===== config.mk =====
export PLATFORM = sky130hd
export DESIGN_NAME = modmv_ctrl
export DESIGN_NICKNAME = d
export VERILOG_FILES = /design/src/sv/modmv_pkg.sv /design/src/sv/modmv_ctrl.sv
export SDC_FILE = /design/constraint.sdc
export NUM_CORES = 1
export LEC_CHECK = 0
export BUFFER_PORTS_ARGS = -buffer_cell sky130_fd_sc_hd__buf_4
export CAP_MARGIN = 20
export CORE_ASPECT_RATIO = 1.2
export CORE_MARGIN = 4
export CORE_UTILIZATION = 43
export CTS_BUF_LIST = sky130_fd_sc_hd__clkbuf_2 sky130_fd_sc_hd__clkbuf_4 sky130_fd_sc_hd__clkbuf_8
export DETAILED_ROUTE_END_ITERATION = 12
export GPL_TIMING_DRIVEN = 0
export PLACE_DENSITY = 0.8
export SETUP_SLACK_MARGIN = 0.05
export SYNTH_ARGS = -nofsm -noshare
export SYNTH_HDL_FRONTEND = slang
export SYNTH_SLANG_ARGS = --single-unit

===== constraint.sdc =====
create_clock -name clock -period 1.9 [get_ports clock]
set_input_delay 0.285 -clock clock [delete_from_list [all_inputs] [get_ports clock]]
set_output_delay 0.285 -clock clock [all_outputs]
set_load 0.02 [all_outputs]

===== src/sv/modmv_pkg.sv =====
package modmv_pkg;

   localparam int MAX_DIM   = 16;
   localparam int IDX_W     = $clog2(MAX_DIM);
   localparam int SIZE_W    = 5;
   localparam int VAL_W     = 16;
   localparam int PROD_W    = 2 * VAL_W;
   localparam int DIV_STEPS = PROD_W / 2;
   localparam int DCNT_W    = $clog2(DIV_STEPS);

   localparam logic [1:0] OP_MAT_WR  = 2'd0;
   localparam logic [1:0] OP_VEC_WR  = 2'd1;
   localparam logic [1:0] OP_COMPUTE = 2'd2;

   localparam logic CSR_MODULUS = 1'b0;
   localparam logic CSR_SIZE    = 1'b1;

   localparam logic [VAL_W-1:0]  MODULUS_RESET = 16'd3;
   localparam logic [SIZE_W-1:0] SIZE_RESET    = 5'd16;

   typedef struct packed {
      logic [1:0]  operation;
      logic [3:0]  row;
      logic [3:0]  col;
      logic [15:0] value;
   } req_item_type;

   typedef struct packed {
      logic [3:0]  row_index;
      logic [15:0] result;
      logic        last;
   } rsp_item_type;

   typedef struct packed {
      logic             mat_wr;
      logic             vec_wr;
      logic             rd;
      logic             mul;
      logic             div;
      logic             acc;
      logic             emit;
      logic             last;
      logic [IDX_W-1:0] row;
      logic [IDX_W-1:0] col;
   } cmd_type;

   // one restoring step of the remainder, rem below m on entry
   function automatic logic [VAL_W-1:0] rem_step(input logic [VAL_W-1:0] rem,
                                                 input logic bit_in,
                                                 input logic [VAL_W-1:0] m);
      logic [VAL_W:0] r;
      r = {rem, bit_in};
      if (r >= {1'b0, m}) begin
         r = r - {1'b0, m};
      end
      return r[VAL_W-1:0];
   endfunction

endpackage


===== src/sv/modmv_ctrl.sv =====
module modmv_ctrl (
   input  logic                           clock,
   input  logic                           reset,
   input  logic                           start,
   output logic                           busy,
   input  modmv_pkg::req_item_type        req_item,
   input  logic                           csr_wr_en,
   input  logic                           csr_index,
   input  logic [15:0]                    csr_wdata,
   output modmv_pkg::cmd_type             cmd
);
   import modmv_pkg::*;

   localparam logic [2:0] S_IDLE = 3'd0;
   localparam logic [2:0] S_READ = 3'd1;
   localparam logic [2:0] S_MUL  = 3'd2;
   localparam logic [2:0] S_DIV  = 3'd3;
   localparam logic [2:0] S_ACC  = 3'd4;
   localparam logic [2:0] S_EMIT = 3'd5;

   logic [2:0]        state_ff, state_in;
   logic [IDX_W-1:0]  i_ff, i_in;
   logic [IDX_W-1:0]  j_ff, j_in;
   logic [IDX_W-1:0]  nlast_ff, nlast_in;
   logic [DCNT_W-1:0] dcnt_ff, dcnt_in;
   logic [SIZE_W-1:0] size_ff, size_in;
   logic [SIZE_W-1:0] n_eff;
   logic              accept;
   logic              row_ok, col_ok;

   assign busy   = (state_ff != S_IDLE);
   assign accept = start && !busy;
   assign n_eff  = (size_ff > SIZE_W'(MAX_DIM)) ? SIZE_W'(MAX_DIM) : size_ff;
   assign row_ok = ({1'b0, req_item.row} < 5'(MAX_DIM));
   assign col_ok = ({1'b0, req_item.col} < 5'(MAX_DIM));

   always_comb begin
      state_in = state_ff;
      i_in     = i_ff;
      j_in     = j_ff;
      nlast_in = nlast_ff;
      dcnt_in  = dcnt_ff;
      size_in  = size_ff;
      cmd        = '0;
      cmd.row    = i_ff;
      cmd.col    = j_ff;
      cmd.last   = (i_ff == nlast_ff);
      if (csr_wr_en && csr_index == CSR_SIZE) begin
         size_in = csr_wdata[SIZE_W-1:0];
      end
      unique case (state_ff)
         S_IDLE: begin
            if (accept) begin
               cmd.mat_wr = (req_item.operation == OP_MAT_WR) && row_ok && col_ok;
               cmd.vec_wr = (req_item.operation == OP_VEC_WR) && col_ok;
               if (req_item.operation == OP_COMPUTE && n_eff != '0) begin
                  i_in     = '0;
                  j_in     = '0;
                  nlast_in = IDX_W'(n_eff - 1'b1);
                  cmd.acc  = 1'b0;
                  state_in = S_READ;
               end
            end
         end
         S_READ: begin
            cmd.rd   = 1'b1;
            state_in = S_MUL;
         end
         S_MUL: begin
            cmd.mul  = 1'b1;
            dcnt_in  = '0;
            state_in = S_DIV;
         end
         S_DIV: begin
            cmd.div = 1'b1;
            dcnt_in = dcnt_ff + 1'b1;
            if (dcnt_ff == DCNT_W'(DIV_STEPS - 1)) begin
               state_in = S_ACC;
            end
         end
         S_ACC: begin
            cmd.acc = 1'b1;
            if (j_ff == nlast_ff) begin
               state_in = S_EMIT;
            end else begin
               j_in     = j_ff + 1'b1;
               state_in = S_READ;
            end
         end
         S_EMIT: begin
            cmd.emit = 1'b1;
            j_in     = '0;
            if (i_ff == nlast_ff) begin
               state_in = S_IDLE;
            end else begin
               i_in     = i_ff + 1'b1;
               state_in = S_READ;
            end
         end
         default: state_in = S_IDLE;
      endcase
   end

   always_ff @(posedge clock) begin
      if (reset) begin
         state_ff <= S_IDLE;
         size_ff  <= SIZE_RESET;
      end else begin
         state_ff <= state_in;
         size_ff  <= size_in;
      end
      i_ff     <= i_in;
      j_ff     <= j_in;
      nlast_ff <= nlast_in;
      dcnt_ff  <= dcnt_in;
   end

   a_emit_at_row_end: assert property (@(posedge clock) disable iff (reset)
      state_ff == S_EMIT |-> j_ff == nlast_ff)
      else $error("row emitted before all columns summed");

   a_acc_after_div: assert property (@(posedge clock) disable iff (reset)
      state_ff == S_ACC |-> $past(state_ff) == S_DIV)
      else $error("accumulate without finished reduction");

   a_row_in_range: assert property (@(posedge clock) disable iff (reset)
      busy |-> i_ff <= nlast_ff && j_ff <= nlast_ff)
      else $error("row or column index beyond size");

   a_last_ends_run: assert property (@(posedge clock) disable iff (reset)
      cmd.emit && cmd.last |=> state_ff == S_IDLE)
      else $error("run continues after last row");

endmodule


==> impl_metrics.ini, run 1 <==
[power]
design_power_total_mw = 1.42
p_per_area_nw_per_um2 = 845
vdd_ir_drop_max_mv = 0.496
power.leakage_nw = 0.704

[drt]
dr.pass1.iters = 4
route.vias.total = 982
detail_route.drc_violations = 0
drt_wl_total_um = 2610
vias_per_cell = 5.11
antenna_left = 0
initialDrtViolationCount = 20
routed_length_per_placed_instance_um = 13.6

[place]
port_buffers = 28
dp.final_hpwl_um = 2020
finalWeightedCongestion = 0.712

[critical_path]
crit_required_ns = 1.89
crit_path_end_kind = register
regToRegStartpoint = size_ff[4]$_SDFFE_PP1P_
worst_r2r_path_depth = 5
critPathArrivalTime_ns = 1.77
worstSetupPathType = reg -> reg
startpoint_type = register
reg2reg_capture_point = j_ff[0]$_SDFFCE_PN0P_
ff2ff_setup_slack_ns = 0.11
worst-path-max-fanout = 6

[finish]
post_route_cells_drive_above_1_share = 0.361
area_growth_pct = 28.2
nets = 210
layout.core_utilization = 0.586
layout.cells.most_common_list = sky130_fd_sc_hd__buf_4 (36), sky130_fd_sc_hd__edfxtp_1 (16), sky130_fd_sc_hd__nor2_1 (12), sky130_fd_sc_hd__nand3_1 (10), sky130_fd_sc_hd__xor2_1 (9)
antenna-diode-count = 0
mostFrequentLayoutCell = sky130_fd_sc_hd__buf_4

[job]
maxCapViolations = 0

[synth]
synthCells = 119
synth.top_cells.by_area = sky130_fd_sc_hd__edfxtp_1 (37%), sky130_fd_sc_hd__dfxtp_1 (12%), sky130_fd_sc_hd__xor2_1 (6.0%), sky130_fd_sc_hd__xnor2_1 (5.3%), sky130_fd_sc_hd__ha_1 (3.8%)
ys_seq_elements = 24
syn-mean-instance-area_um2 = 11.0
yosys.cell_types.count = 33
synth_top_cell_by_area = sky130_fd_sc_hd__edfxtp_1
seq_area_frac_synth = 0.489
syn_nets = 170
synth-warning-count = 0
mappedNetlistArea_um2 = 1310
synth_top_area_share = 0.367

[clocking]
cts_buffer_count = 3
insertion_delay_ns = 0.31
clock_sinks = 24
clkSlewWorstSetupHoldPaths_ns = 0.14
cts_tree = yes
clock_path_buffers = 2
clock_tree.htree_level_count = 1
cts_root_buffer = sky130_fd_sc_hd__clkbuf_4

[global_routing]
first_pass_grt_wire_length_um = 4110
globalRoute.busiestLayer = met2
antenna_found_initial = 0
global_route.usage.met1 = 0.141
via_count_of_the_first_global_routing_pass = 961
grt_util_met3 = 0.0189
grt_util_met2 = 0.270
gr_ovfl_total = 0
grt_max_degree = 14
track_usage = 0.135

[floorplan]
start_util = 0.457
num_io_pins = 64
num_rows = 21
die_h_um = 68.5
core_um2 = 2860
chipWidth_um = 58.4
fp.dieArea_um2 = 4000

[timing]
final_hold_viol_count = 0
setup_viol_count_final = 0
final_min_period_over_clock_period = 0.940
maxSlewViolCount = 0
worst_clock_skew_ns = 0.0111
tightestPinTransition_ns = 0.478
achievable-frequency_mhz = 560
max_slew_margin = 0.679
time_the_worst_path_needs_with_i_o_delays_and_setup_ns = 1.79
grt_setup_unrepaired = yes

[min_path]
min_path_type = in -> reg
min_from = reset
timing.hold.worst_endpoint = size_ff[1]$_SDFFE_PP0P_
hold-path-cell-count = 2

[run_status]
outcome = finished, final reports clean
-- how the worst max path moves through the flow --
stage / startpoint / to / cells after the start
after global routing: state_ff[0]$_SDFFE_PP0P_ / cmd[14] / 4
final: size_ff[4]$_SDFFE_PP1P_ / j_ff[0]$_SDFFCE_PN0P_ / 5
after detailed placement: size_ff[4]$_SDFFE_PP1P_ / j_ff[3]$_SDFFCE_PN0P_ / 5
after floorplan: size_ff[4]$_SDFFE_PP1P_ / j_ff[0]$_SDFFCE_PN0P_ / 5
after CTS: size_ff[4]$_SDFFE_PP1P_ / j_ff[2]$_SDFFCE_PN0P_ / 5
after global placement: size_ff[4]$_SDFFE_PP1P_ / j_ff[1]$_SDFFCE_PN0P_ / 5
-- cell usage after synthesis, drive strengths merged --
cell type	count
inv	6
nand3	10
nor2	12
xnor2	8
and2b	3
o211a	1
edfxtp	16
nor4	2
a21oi	4
dfxtp	8
nand2b	4
ha	4
and3	2
nand3b	2
o21a	3
o21ba	1
buf	1
xor2	9
a211oi	1
nor2b	1
nor3	4
nand2	9
nor4b	2
nor3b	1
and2	3
o21bai	2
-- metrics by stage --
stage	setup TNS, ns	setup WS, ns	area (um2)	hold slack [ns]	cells
after global placement	0	0.00264	1570	0.463	181
after global routing	0	0.0396	1680	0.170	192
after floorplan	0	0.117	1320	0.354	119
after detailed placement	-0.309	-0.0696	1570	0.470	181
after CTS	0	0.0511	1620	0.170	186
final	0	0.115	1680	0.165	192
-- layer usage --
metal / share of wire / up-vias
li1: - / 492
met1: 0.38 / 465
met2: 0.56 / 23
met3: 0.049 / 2
met4: 0.0096 / 0
met5: 0 / -
-- cells by family after synthesis --
| group | share of synthesized area |
|---|---|
| xor+xnor | 0.114 |
| simple gates | 0.267 |
| flops | 0.489 |
| buf+inv | 0.0229 |
| fa+ha+maj | 0.0382 |
| compound gates | 0.0688 |
-- final cells by class --
cell class / count / area [um2]
clock inverter: 1 / 3.75
sequential: 24 / 644
clock buffer: 3 / 22.5
timing repair buffer: 35 / 263
multi-input combinational: 88 / 673
tap: 34 / 42.5
fill: 239 / 1180
buffer: 1 / 7.51
inverter: 6 / 22.5
-- registers in the layout, indices dropped and copies added (netlist names) --
register and flops:
j_ff 4, nlast_ff 4, size_ff 5, dcnt_ff 4
i_ff 4, state_ff 3
-- power by group --
| group | switching [mW] | total (mW) | internal, mW |
|---|---|---|---|
| sequential | 0.0669 | 0.695 | 0.628 |
| combinational | 0.257 | 0.497 | 0.240 |
| clock | 0.150 | 0.227 | 0.0766 |
| total | 0.474 | 1.42 | 0.945 |
-- critical path: stages (launching register included) --
cell and delay [ns]:
sky130_fd_sc_hd__dfxtp_4 0.38, sky130_fd_sc_hd__nand2b_1 0.15, sky130_fd_sc_hd__ha_2 0.18, sky130_fd_sc_hd__nor4b_4 0.14, sky130_fd_sc_hd__o21a_2 0.24, sky130_fd_sc_hd__nor4_4 0.37
-- timing repair --
| action | in CTS | in global routing |
|---|---|---|
| setup buffers | 1 | 6 |
| pin swaps | 1 | 4 |
| setup endpoints to repair | 9 | 10 |
| gates resized for setup | 2 | 5 |
| hold buffers | 0 | 0 |
| endpoints found under the hold margin | 0 | 0 |
Note: power is estimated with default switching activity, not from simulation.
==> run 2: changes to the inputs <==
--- a/config.mk
+++ b/config.mk
@@ -9,11 +9,11 @@
 export CAP_MARGIN = 20
 export CORE_ASPECT_RATIO = 1.2
 export CORE_MARGIN = 4
-export CORE_UTILIZATION = 43
+export CORE_UTILIZATION = 40
 export CTS_BUF_LIST = sky130_fd_sc_hd__clkbuf_2 sky130_fd_sc_hd__clkbuf_4 sky130_fd_sc_hd__clkbuf_8
 export DETAILED_ROUTE_END_ITERATION = 12
 export GPL_TIMING_DRIVEN = 0
-export PLACE_DENSITY = 0.8
+export PLACE_DENSITY = 0.76
 export SETUP_SLACK_MARGIN = 0.05
 export SYNTH_ARGS = -nofsm -noshare
 export SYNTH_HDL_FRONTEND = slang
==> run 2 against run 1 <==
Against the previous run: register-to-register slack better by 0.04 ns; non-clock buffer count down 2; highest routed layer unchanged; critical endpoint is now j_ff[2]$_SDFFCE_PN0P_; sequential share of layout area about the same.
==> impl_metrics.ini, run 2 (same netlist as run 1, synthesis figures left out) <==
[finish]
post_route_cells_drive_above_1_share = 0.353
fillers = 277
area_growth_pct = 28.4
largest_register_by_flop_count = size_ff
mostFrequentLayoutCell = sky130_fd_sc_hd__buf_4
layout.cells.most_common_list = sky130_fd_sc_hd__buf_4 (34), sky130_fd_sc_hd__edfxtp_1 (16), sky130_fd_sc_hd__nor2_1 (12), sky130_fd_sc_hd__nand3_1 (10), sky130_fd_sc_hd__xor2_1 (9)
final_cell_area_um2 = 1680
number_of_flip_flops_in_the_largest_register = 5
nets = 208
layout.core_utilization = 0.541
antenna-diode-count = 0

[timing]
worst_clock_skew_ns = 0.00390
tightestPinTransition_ns = 0.511
maxSlewViolCount = 0
achievable-frequency_mhz = 572
max_slew_margin = 0.657
final_hold_viol_count = 0
final_min_period_over_clock_period = 0.921
setup_viol_count_final = 0
grt_setup_unrepaired = no
post-route-worst-setup-slack_ns = 0.151
time_the_worst_path_needs_with_i_o_delays_and_setup_ns = 1.75

[global_routing]
first_pass_grt_wire_length_um = 4060
gr_ovfl_total = 0
antenna_found_initial = 0
via_count_of_the_first_global_routing_pass = 946
grt_max_degree = 15
track_usage = 0.122

[critical_path]
startpoint_type = register
crit_path_end_kind = register
worstSetupPathType = reg -> reg
regToRegStartpoint = size_ff[4]$_SDFFE_PP1P_
crit_required_ns = 1.89
reg2reg_capture_point = j_ff[2]$_SDFFCE_PN0P_
worst_r2r_path_depth = 5
critPathArrivalTime_ns = 1.74
worst-path-max-fanout = 4
ff2ff_setup_slack_ns = 0.15

[drt]
detail_route.drc_violations = 0
antenna_left = 0
drt_wl_total_um = 2430
route.vias.total = 945
routed_length_per_placed_instance_um = 12.6
vias_per_cell = 4.92
initialDrtViolationCount = 21
dr.pass1.iters = 4

[place]
post_dp_cell_area_um2 = 1570
place_ws_ns = -0.0900
dp.final_hpwl_um = 1940
finalWeightedCongestion = 0.747
port_buffers = 28

[clocking]
clock_sinks = 24
clock_path_buffers = 2
clock_tree.htree_level_count = 1
clkSlewWorstSetupHoldPaths_ns = 0.13
cts_buffer_count = 3
cts_root_buffer = sky130_fd_sc_hd__clkbuf_4
cts_tree = yes
insertion_delay_ns = 0.31

[power]
design_power_total_mw = 1.56
netSwitchingFraction = 0.303
p_per_area_nw_per_um2 = 927
vdd_ir_drop_max_mv = 0.580
comb_power_share = 0.322
power_report.internal_total_mw = 1.09
switchingPower_uw = 473
pwr-share-clk = 0.234
power.leakage_nw = 0.697
power_share_of_the_sequential_group = 0.445

[min_path]
timing.hold.worst_endpoint = size_ff[2]$_SDFFE_PP0P_
min_path_type = in -> reg
min_from = reset
hold-path-cell-count = 2

[floorplan]
num_rows = 22
num_io_pins = 64
fp.dieArea_um2 = 4260
die_h_um = 70.7
start_util = 0.421
core_um2 = 3110
chipWidth_um = 60.2

[job]
maxCapViolations = 0

[run_status]
outcome = finished, final reports clean
run 2: worst max-delay path by stage:
stage,start,endpoint
after floorplan,size_ff[4]$_SDFFE_PP1P_,j_ff[0]$_SDFFCE_PN0P_
after global placement,size_ff[4]$_SDFFE_PP1P_,j_ff[3]$_SDFFCE_PN0P_
after detailed placement,size_ff[4]$_SDFFE_PP1P_,j_ff[3]$_SDFFCE_PN0P_
after CTS,size_ff[4]$_SDFFE_PP1P_,j_ff[2]$_SDFFCE_PN0P_
after global routing,size_ff[4]$_SDFFE_PP1P_,j_ff[2]$_SDFFCE_PN0P_
final,size_ff[4]$_SDFFE_PP1P_,j_ff[2]$_SDFFCE_PN0P_
run 2: power groups by stage:
stage	Clock, mW	Combinational, mW	Sequential (mW)
3_5_place_dp	0	0.467	0.708
6_report	0.364	0.502	0.693
5_1_grt	0.383	0.550	0.704
4_1_cts	0.373	0.508	0.693
2_1_floorplan	0	0.291	0.725
3_3_place_gp	0	0.453	0.705
run 2: layout make-up:
type / count / area [um2] / share of cell area
Timing Repair Buffer: 33 / 248 / 0.147
Inverter: 6 / 22.5 / 0.0134
Tap cell: 36 / 45.0 / 0.0268
Buffer: 1 / 7.51 / 0.00446
Multi-Input combinational cell: 88 / 661 / 0.393
Clock inverter: 1 / 30.0 / 0.0179
Clock buffer: 3 / 22.5 / 0.0134
Sequential cell: 24 / 646 / 0.384
run 2: through the flow:
step | TNS, ns | hold WS, ns | cells
6_report | 0 | 0.155 | 192
5_1_grt | 0 | 0.150 | 192
4_1_cts | 0 | 0.150 | 191
2_1_floorplan | 0 | 0.354 | 119
3_3_place_gp | -0.0661 | 0.464 | 183
3_5_place_dp | -0.360 | 0.474 | 183
run 2: what timing repair did:
| action | CTS | global route |
|---|---|---|
| setup endpoints to repair | 9 | 10 |
| cloned | 0 | 0 |
| resized for setup | 3 | 3 |
| pin swaps | 3 | 1 |
| hold buffers | 0 | 0 |
| buffers inserted | 4 | 1 |
run 2: worst max-delay path: stages, from the launching register on:
cell and delay, ns:
sky130_fd_sc_hd__dfxtp_4 0.37, sky130_fd_sc_hd__nand2b_1 0.15, sky130_fd_sc_hd__ha_2 0.19, sky130_fd_sc_hd__nor4b_4 0.14, sky130_fd_sc_hd__o21a_2 0.23, sky130_fd_sc_hd__nor4_4 0.34
run 2: routing by layer:
metal | GRT usage | vias to the layer above | wire length, um
li1 | - | 490 | -
met1 | 0.136 | 427 | 955
met2 | 0.226 | 24 | 1310
met3 | 0.0201 | 4 | 131
met4 | 0.0369 | 0 | 31
met5 | 0 | - | 0
==> run 3: changes to the inputs <==
--- a/config.mk
+++ b/config.mk
@@ -13,7 +13,7 @@
 export CTS_BUF_LIST = sky130_fd_sc_hd__clkbuf_2 sky130_fd_sc_hd__clkbuf_4 sky130_fd_sc_hd__clkbuf_8
 export DETAILED_ROUTE_END_ITERATION = 12
 export GPL_TIMING_DRIVEN = 0
-export PLACE_DENSITY = 0.76
+export PLACE_DENSITY = 0.73
 export SETUP_SLACK_MARGIN = 0.05
 export SYNTH_ARGS = -nofsm -noshare
 export SYNTH_HDL_FRONTEND = slang
==> constraint.sdc (replaced) <==
create_clock -name clock -period 2 [get_ports clock]
set_input_delay 0.3 -clock clock [delete_from_list [all_inputs] [get_ports clock]]
set_output_delay 0.3 -clock clock [all_outputs]
set_load 0.02 [all_outputs]
==> run 3 against run 2 <==
Against the previous run: clock-buffer cell count stayed put; global-route usage up 1.1 points; combinational power fell by 6.2%; die area stayed put; first-iteration DRC count fell by 9.5%; clock skew hardly changed; final cell count shrank 1.0%; utilization shrank 0.60 points; sequential power fell by 4.5%; largest cell class unchanged.
==> impl_metrics.ini, run 3 (same netlist as run 1, synthesis figures left out) <==
[global_routing]
first_pass_grt_wire_length_um = 4340
grt_max_degree = 15
antenna_found_initial = 0
track_usage = 0.132
gr_ovfl_total = 0
via_count_of_the_first_global_routing_pass = 967

[drt]
vias_per_cell = 5.16
initialDrtViolationCount = 19
drt_wl_total_um = 2480
dr.pass1.iters = 5
detail_route.drc_violations = 0
route.vias.total = 980
antenna_left = 0
routed_length_per_placed_instance_um = 13.1

[critical_path]
worstSetupPathType = reg -> out
startpoint_type = register
critPathArrivalTime_ns = 1.55
crit_required_ns = 1.70
worst-path-max-fanout = 4
crit_path_end_kind = output pin

[finish]
final-instance-count-excl-fill = 190
nets = 206
fillers = 284
layout.core_utilization = 0.535
post_route_cells_drive_above_1_share = 0.331
antenna-diode-count = 0
mostFrequentLayoutCell = sky130_fd_sc_hd__buf_4
number_of_flip_flops_in_the_largest_register = 5
layout.cells.most_common_list = sky130_fd_sc_hd__buf_4 (32), sky130_fd_sc_hd__edfxtp_1 (16), sky130_fd_sc_hd__nor2_1 (12), sky130_fd_sc_hd__nand3_1 (10), sky130_fd_sc_hd__xor2_1 (9)
area_growth_pct = 26.9
largest_register_by_flop_count = size_ff

[floorplan]
core_um2 = 3110
num_io_pins = 64
die_h_um = 70.7
num_rows = 22
fp.dieArea_um2 = 4260
chipWidth_um = 60.2
start_util = 0.421

[timing]
setup_viol_count_final = 0
tns_ns = 0
worst_clock_skew_ns = 0.00421
max_slew_margin = 0.699
final_hold_viol_count = 0
final_min_period_over_clock_period = 0.926
time_the_worst_path_needs_with_i_o_delays_and_setup_ns = 1.85
fin_hold_ws_ns = 0.169
tightestPinTransition_ns = 0.448
achievable-frequency_mhz = 540
grt_setup_unrepaired = no
maxSlewViolCount = 0

[place]
placedCellCount = 183
finalWeightedCongestion = 0.711
port_buffers = 28
dp.final_hpwl_um = 1950

[power]
power.leakage_nw = 0.689
p_per_area_nw_per_um2 = 895
design_power_total_mw = 1.49
vdd_ir_drop_max_mv = 0.461

[clocking]
clock_tree.htree_level_count = 1
postCtsHoldBufs = 0
cts_root_buffer = sky130_fd_sc_hd__clkbuf_4
clock_sinks = 24
cts_buffer_count = 3
clkSlewWorstSetupHoldPaths_ns = 0.14
insertion_delay_ns = 0.32
cts_tree = yes
clock_path_buffers = 2

[min_path]
min_path_type = in -> reg

[run_status]
outcome = finished, final reports clean

[job]
maxCapViolations = 0
[run 3: changes by cell type in the layout (fill, tap and decap cells not counted)]
cell                      change
sky130_fd_sc_hd__buf_4        -2
sky130_fd_sc_hd__dfxtp_1      +1
sky130_fd_sc_hd__dfxtp_2      -1
sky130_fd_sc_hd__ha_1         +1
sky130_fd_sc_hd__ha_2         -1
[run 3: cell type report]
type	count	area, um2	share of cell area
plain buffers	1	7.51	0.00451
clock buffers	3	22.5	0.0135
clock inverters	1	30.0	0.0181
inverters	6	22.5	0.0135
multi-input cells	88	658	0.396
flip-flops and latches	24	644	0.388
well taps	36	45.0	0.0271
repair buffers	31	233	0.140
[run 3: worst paths after layout]
path	start	to	slack, ns	depth (start not counted)
setup / recovery	i_ff[2]$_SDFFCE_PN0P_	cmd[8]	0.15	3
hold / removal	reset	size_ff[3]$_SDFFE_PP0P_	0.17	2
setup reg to reg	size_ff[4]$_SDFFE_PP1P_	j_ff[0]$_SDFFCE_PN0P_	0.16	5
hold reg to reg	size_ff[0]$_SDFFE_PP0P_	size_ff[0]$_SDFFE_PP0P_	0.49	2
[run 3: worst max-delay path, stage by stage (launching register included)]
cell and delay, ns:
sky130_fd_sc_hd__edfxtp_1 0.48, sky130_fd_sc_hd__xor2_1 0.20, sky130_fd_sc_hd__nor4_4 0.35, sky130_fd_sc_hd__buf_4 0.20
[run 3: report_power, final]
group	total, mW	internal (mW)	switching (mW)
logic	0.471	0.229	0.242
registers	0.662	0.597	0.0651
clock network	0.355	0.203	0.153
total	1.49	1.03	0.460
[run 3: per-layer routing]
layer / up-vias / share of wire / GRT usage
li1: 485 / - / -
met5: - / 0 / 0
met4: 0 / 0.016 / 0.0517
met1: 467 / 0.39 / 0.154
met3: 5 / 0.053 / 0.0201
met2: 23 / 0.54 / 0.236
[run 3: through the flow]
step                setup WS (ns)  instance area (um2)
CTS                        0.0718                 1630
detailed placement         -0.202                 1570
finish                      0.147                 1660
global route               0.0572                 1660
global placement           -0.150                 1570
floorplan                  0.0525                 1310
[run 3: timing repair]
| item | in CTS | in global routing |
|---|---|---|
| resized for setup | 2 | 3 |
| cloned | 0 | 0 |
| pin swaps | 0 | 3 |
| endpoints found under the setup margin | 4 | 9 |
| buffers inserted | 0 | 3 |
| hold endpoints to repair | 0 | 0 |
